### config.mk
export PLATFORM = sky130hd
export DESIGN_NAME = teq_cell
export DESIGN_NICKNAME = d
export VERILOG_FILES = /design/src/assert_macros.svh /design/src/teq_pkg.sv /design/src/teq_cell.sv
export SDC_FILE = /design/constraint.sdc
export NUM_CORES = 1
export LEC_CHECK = 0
export ABC_AREA = 1
export BUFFER_PORTS_ARGS = -buffer_cell sky130_fd_sc_hd__buf_4
export CORE_AREA = 3 3 226 228
export DETAILED_ROUTE_END_ITERATION = 10
export DIE_AREA = 0 0 229 231
export PLACE_DENSITY = 0.45
export RECOVER_POWER = 25
export REMOVE_ABC_BUFFERS = 1
export SLEW_MARGIN = 0
export SYNTH_ARGS = -nofsm -noshare
export SYNTH_HDL_FRONTEND = slang
export SYNTH_SLANG_ARGS = --single-unit
export TNS_END_PERCENT = 1
### constraint.sdc
create_clock -name i_clk -period 9 [get_ports i_clk]
set_clock_uncertainty 0.05 [all_clocks]
set_input_delay 0.45 -clock i_clk [delete_from_list [all_inputs] [get_ports i_clk]]
set_output_delay 0.45 -clock i_clk [all_outputs]
set_load 0.005 [all_outputs]
### src/assert_macros.svh
// Assertion shorthands, clocked on i_clk and disabled while i_rst_n is low.
`ifndef ASSERT_MACROS_SVH
`define ASSERT_MACROS_SVH

// Holds at every rising clock edge.
`define ASSERT_ALWAYS(label, expr, msg) \
    label: assert property (@(posedge i_clk) disable iff (!i_rst_n) (expr)) \
        else $error(msg);

// Same-cycle implication.
`define ASSERT_IMPL(label, ante, cons, msg) \
    label: assert property (@(posedge i_clk) disable iff (!i_rst_n) \
        (ante) |-> (cons)) else $error(msg);

// Next-cycle implication.
`define ASSERT_NEXT(label, ante, cons, msg) \
    label: assert property (@(posedge i_clk) disable iff (!i_rst_n) \
        (ante) |=> (cons)) else $error(msg);

`endif

### src/teq_pkg.sv
package teq_pkg;

    // defaults for the top-level parameters
    localparam int QUEUE_DEPTH_DFLT = 64;
    localparam int ID_BITS_DFLT     = 16;

    // opcodes
    localparam logic [1:0] OP_SCHEDULE   = 2'd0;
    localparam logic [1:0] OP_DESCHEDULE = 2'd1;
    localparam logic [1:0] OP_POP        = 2'd2;

    // status codes
    localparam logic [2:0] ST_OK      = 3'd0;
    localparam logic [2:0] ST_EMPTY   = 3'd1;
    localparam logic [2:0] ST_PAST    = 3'd2;
    localparam logic [2:0] ST_FULL    = 3'd3;
    localparam logic [2:0] ST_BADID   = 3'd4;
    localparam logic [2:0] ST_STOPPED = 3'd5;

    // request payload
    typedef struct packed {
        logic [1:0]  opcode;
        logic [15:0] event_id;
        logic [63:0] payload;
        logic [63:0] due_tick;
    } t_req;

    // response payload
    typedef struct packed {
        logic [2:0]  status;
        logic [15:0] out_event_id;
        logic [63:0] out_payload;
        logic [63:0] current_tick;
        logic [63:0] handled_count;
        logic [6:0]  entries_used;
    } t_rsp;

    // per-cycle command broadcast to every cell
    typedef struct packed {
        logic ins_en;   // insert the new entry at its ordered place
        logic del_en;   // remove the first entry whose id matches
        logic pop_en;   // remove the head entry
    } t_cell_ctl;

endpackage

### src/teq_cell.sv
// One slot of the ordered queue. Slot 0 is the head; a cell trades
// contents with its left (earlier) or right (later) neighbor.
module teq_cell #(
    parameter int ID_BITS = teq_pkg::ID_BITS_DFLT
) (
    input  logic                 i_clk,
    input  teq_pkg::t_cell_ctl   i_ctl,
    input  logic                 i_valid,
    input  logic [ID_BITS-1:0]   i_new_id,
    input  logic [63:0]          i_new_payload,
    input  logic [63:0]          i_new_tick,
    input  logic [ID_BITS-1:0]   i_left_id,
    input  logic [63:0]          i_left_payload,
    input  logic [63:0]          i_left_tick,
    input  logic                 i_left_ins,
    input  logic                 i_left_hit,
    input  logic [ID_BITS-1:0]   i_right_id,
    input  logic [63:0]          i_right_payload,
    input  logic [63:0]          i_right_tick,
    output logic [ID_BITS-1:0]   o_id,
    output logic [63:0]          o_payload,
    output logic [63:0]          o_tick,
    output logic                 o_ins,
    output logic                 o_hit
);

    logic [ID_BITS-1:0] r_id;
    logic [63:0]        r_payload;
    logic [63:0]        r_tick;
    logic [ID_BITS-1:0] n_id;
    logic [63:0]        n_payload;
    logic [63:0]        n_tick;

    // new entry belongs here or earlier: slot is free or due later
    assign o_ins = !i_valid || (r_tick > i_new_tick);
    // first id match is at or before this slot
    assign o_hit = i_left_hit || (i_valid && (r_id == i_new_id));

    assign o_id      = r_id;
    assign o_payload = r_payload;
    assign o_tick    = r_tick;

    // next contents: keep, shift right, take new, or shift left
    always_comb begin
        n_id      = r_id;
        n_payload = r_payload;
        n_tick    = r_tick;
        if (i_ctl.ins_en) begin
            if (i_left_ins) begin
                n_id      = i_left_id;
                n_payload = i_left_payload;
                n_tick    = i_left_tick;
            end else if (o_ins) begin
                n_id      = i_new_id;
                n_payload = i_new_payload;
                n_tick    = i_new_tick;
            end
        end else if (i_ctl.pop_en || (i_ctl.del_en && o_hit)) begin
            n_id      = i_right_id;
            n_payload = i_right_payload;
            n_tick    = i_right_tick;
        end
    end

    always_ff @(posedge i_clk) begin
        r_id      <= n_id;
        r_payload <= n_payload;
        r_tick    <= n_tick;
    end

endmodule

# After elaboration in Yosys (flattened, before gate mapping)
# Cells that the tools add are included.
[totals]
register_bits = 144
input_bits = 439
out_inout_bits = 146
elab_cells = 26
[classes]
n_lt_le_gt_ge = 1
n_eq_ne = 2
muxes = 12
n_reduce_logical = 8
[ops]
columns = ["op", "n"]
rows = [
  ["64-bit two-way mux", 8],
  ["64-bit > comparator", 1],
  ["16-bit two-way mux", 4],
  ["16-bit equality test", 1],
  ["1-bit logical OR", 3],
  ["3-bit by 1-bit inequality test with 1-bit output, second input constant", 1],
  ["1-bit logical AND", 2],
  ["2-bit AND reduction", 1],
  ["2-bit nonzero test", 1],
  ["1-bit zero test", 1],
]

# Logic depth before layout (Yosys ltp)
[logic_depth]
word_depth = 7
ltp_mapped = 19

# Worst setup path before layout
# Ideal clock, no wire load.
[synth_timing]
path_kind = "input to register"
start = "input port i_new_tick[55]"
end = "register r_id[0] (netlist: o_id[0]) (enable)"
t_arrival_ns = 4.300
required_time_ns = 8.453
setup_slack_ns = 4.153
path_stages = 12
cell_sequence = "inv_1 -> ha_1 -> nand2_2 -> nor4_2 -> nand2_1 -> nor2_2 -> nand2_1 -> nand2_1 -> nand2_1 -> nand3_1 -> nand2_1 -> inv_1"
[synth_via]
elab_chain_len = 4
[synth_lines]
columns = ["item", "line", "source"]
rows = [
  ["start: declaration", "teq_cell.sv:11", "input logic [63:0] i_new_tick,"],
  ["64-bit > comparator", "teq_cell.sv:35", "assign o_ins = !i_valid || (r_tick > i_new_tick);"],
  ["1-bit logical OR", "teq_cell.sv:35", ""],
  ["3-bit by 1-bit inequality test with 1-bit output (no line)", "-", ""],
  ["2-bit AND reduction (no line)", "-", ""],
  ["end signal: assignment", "teq_cell.sv:66", "r_id <= n_id;"],
  ["end: declaration", "teq_cell.sv:27", "logic [ID_BITS-1:0] r_id;"],
]
# Every way passes these cells.
# A chain may end at the register's enable or synchronous reset.

# Worst setup path after layout
[layout_timing]
start = "register r_tick[47] (netlist: o_tick[47])"
end = "register r_payload[21] (netlist: o_payload[21]) (enable)"
[layout_via]
elab_chain_len = 4
[layout_lines]
columns = ["item", "line", "source"]
rows = [
  ["start: declaration", "teq_cell.sv:29", "logic [63:0] r_tick;"],
  ["start signal: assignment", "teq_cell.sv:68", "r_tick <= n_tick;"],
  ["64-bit > comparator", "teq_cell.sv:35", ""],
  ["1-bit logical OR", "teq_cell.sv:35", ""],
  ["3-bit by 1-bit inequality test with 1-bit output (no line)", "-", ""],
  ["2-bit AND reduction (no line)", "-", ""],
  ["end signal: assignment", "teq_cell.sv:67", "r_payload <= n_payload;"],
  ["end: declaration", "teq_cell.sv:28", "logic [63:0] r_payload;"],
]
# Every way passes these cells.

==> flow_metrics.py <==
metrics = {
    "logic_synthesis": {
        "synthDistinctLibCells": 29,
        "yosys_warnings": 0,
        "seq_area_frac_synth_pct": 47.7,
        "syn_area_mm2": 0.00907,
        "synth_edf_count": 144,
        "synth-seq-cells": 144,
        "async_flop_share_pct": 0,
        "yosysTopAreaCellShare_pct": 47.7,
        "synth_top_area_cell": "edfxtp_1",
        "avgSynthCellArea_um2": 8.21,
        "synth_ff_type": "edfxtp_1",
        "syn_inst": 1105,
        "synth.most_common_cell": "nand2_1",
        "synth_commonest_cells": "nand2_1 (213), o21ai_0 (181), nor2_1 (162), edfxtp_1 (144), o21ai_1 (116)",
        "synth_area_leaders": "edfxtp_1 (48%), o21ai_0 (10%), ha_1 (8.8%)",
    },
    "cells_and_area": {
        "stdcell_count": 2328,
        "fin_nets": 2156,
        "area_delta_synth_final_pct": 58.0,
        "drive_gt1_share_pct": 33.2,
        "n_antenna_cell": 0,
        "fillers": 5394,
    },
    "worst_setup_path": {
        "start_kind": "flop",
        "critical_path.most_common_cell": "nand2_1",
        "crit_required_ps": 9050,
        "critical_path.max_stage_delay_ps": 730,
        "crit_path_end_kind": "flop",
        "critPathArrivalTime_ps": 3970,
        "path_cells": "ha_1 -> nand4_1 -> nor2_1 -> nand3b_1 -> nor2_2 -> nand2_1 -> nand2_1 -> nand2_1 -> nand3_1 -> nand2_1 -> inv_6 -> buf_4",
        "reg2reg_slack_ps": 5080,
        "cpMaxStageDelayCell": "buf_4",
        "path_max_fanout": 92,
        "path_class": "flop to flop",
    },
    "floorplan": {
        "row_count": 81,
        "dieWidth_um": 229,
        "die-area_mm2": 0.0529,
        "ios": 585,
        "core_mm2": 0.0491,
        "start_util_pct": 18.5,
        "dieHeight_um": 231,
    },
    "clock_tree": {
        "cts_tree": "done",
        "hold_buffers": 0,
        "cts_made_buffers": 17,
        "path_clk_slew_ps": 60,
        "cts_num_sinks": 144,
        "ctsLongestPathBuffers": 2,
        "worstSkewPairLatency_ps": 470,
        "cts_root_buffer": "clkbuf_16",
        "postCtsSetupRepairBufs": 0,
        "cts-resized-gates": 0,
        "h-tree-depth": 4,
    },
    "timing": {
        "hold_viol": 0,
        "slew_violations": 0,
        "fin_hold_ws_ps": 205,
        "finalSetupViolations": 0,
        "rsz0062_at_grt": "false",
        "worstMarginPinSlew_ps": 919,
        "final.setup.tns_ps": 0,
        "fmax_mhz": 255,
        "layout_min_cycle_time_ps": 3920,
        "slew_headroom_pct": 38.8,
        "post-route-period-util_pct": 43.5,
    },
    "place": {
        "io_buffers": 584,
        "post-place-cells": 2298,
        "place_congestion": 0.899,
        "hpwlAfterDp_um": 33800,
    },
    "power": {
        "vdd_drop_max_v": 0.000116,
        "power_mw": 2.09,
        "leakagePower_nw": 6.54,
        "p_per_area_mw_per_mm2": 146,
    },
    "job": {
        "drv_cap": 0,
    },
    "routing": {
        "num_vias": 9802,
        "vias_per_cell": 4.21,
        "detail_route.iter0.violations": 471,
        "drc": 0,
        "routed_wl_um": 42400,
        "dr.pass1.iters": 5,
        "ant_nets": 0,
        "wl_per_cell_um": 18.2,
    },
    "grt": {
        "gr-total-overflow": 0,
        "grt_max_degree": 93,
        "grt_usage_pct": 15.6,
        "grt_pass1_vias": 10100,
        "antenna_found_initial": 0,
        "grt_pass1_wl_um": 61500,
    },
    "min_path": {
        "hold_class": "primary input to flop",
    },
    "outcome": {
        "outcome": "completed",
    },
}
## path summary, 6_finish.rpt
path / start / endpoint / depth (start not counted)
max reg2reg: o_tick[47] / o_payload[21] / 12
max: o_tick[47] / o_payload[21] / 12
min reg2reg: o_id[14] / o_tick[57] / 7
min: i_right_payload[17] / o_payload[17] / 3
## per-stage QoR
| step | util (%) | cell area [µm²] | worst slack (ps) |
|---|---|---|---|
| after floorplan | - | 8820 | 3910 |
| after detailed placement | 28.7 | 14100 | 4820 |
| final | 29.2 | 14300 | 5080 |
| after global routing | 29.2 | 14300 | 4700 |
| after global placement | 28.7 | 14100 | 4860 |
| after CTS | 29.8 | 14600 | 4970 |
## cells by family after synthesis
kind of cell,after synthesis,synth area share [%]
flops,144,47.7
xor+xnor,9,0.869
compound gates,335,18.7
fa+ha+maj,64,8.83
simple gates,402,17.4
buf+inv,151,6.48
## cell type report
type / count / area (µm²) / share of cell area (%)
Sequential cell: 144 / 4320 / 30.2
Timing Repair Buffer: 591 / 4140 / 28.9
Clock inverter: 11 / 95.1 / 0.664
Clock buffer: 19 / 433 / 3.02
Tap cell: 664 / 831 / 5.80
Multi-Input combinational cell: 810 / 4160 / 29.0
Inverter: 89 / 344 / 2.40
## power breakdown
group	internal [mW]	leakage, nW	total (mW)	switching, mW
registers	0.837	1.49	0.874	0.0370
clock network	0.372	0.244	0.669	0.297
logic	0.264	4.81	0.543	0.279
total	1.47	6.54	2.09	0.613
## layer usage
metal | global-route usage [%] | vias up | share of wire, %
met5 | 0 | - | 0
met4 | 5.94 | 0 | 2.4
met3 | 5.33 | 45 | 8.3
met2 | 27.4 | 403 | 50
met1 | 17.3 | 4495 | 39
li1 | - | 4859 | -
## state kept, by name, indices dropped and copies added, names as in the netlist
signal and flops:
o_payload 64, o_tick 64, o_id 16
## worst max-delay path, delay by kind of cell (launching register included)
kind	cells	cell delay (ps)
adders and majority gates	1	340
buffers and inverters	2	1380
DFF	1	420
and+or+nand+nor	9	1260
## cells in the final DEF, fill, tap and decap left out, drive strengths merged
master / instances
buf: 484
o21ai: 297
nand2: 215
nor2: 163
edfxtp: 144
clkbuf: 126
inv: 89
ha: 64
a21oi: 30
nand3: 9
xor2: 7
nand4: 6
clkinvlp: 5
clkinv: 5
o21a: 3
o22ai: 3
nor4: 3
nor3: 3
xnor2: 2
a21o: 1
nand3b: 1
or2: 1
nor3b: 1
o21bai: 1
bufinv: 1
Note: power is estimated with default switching activity, not from simulation.
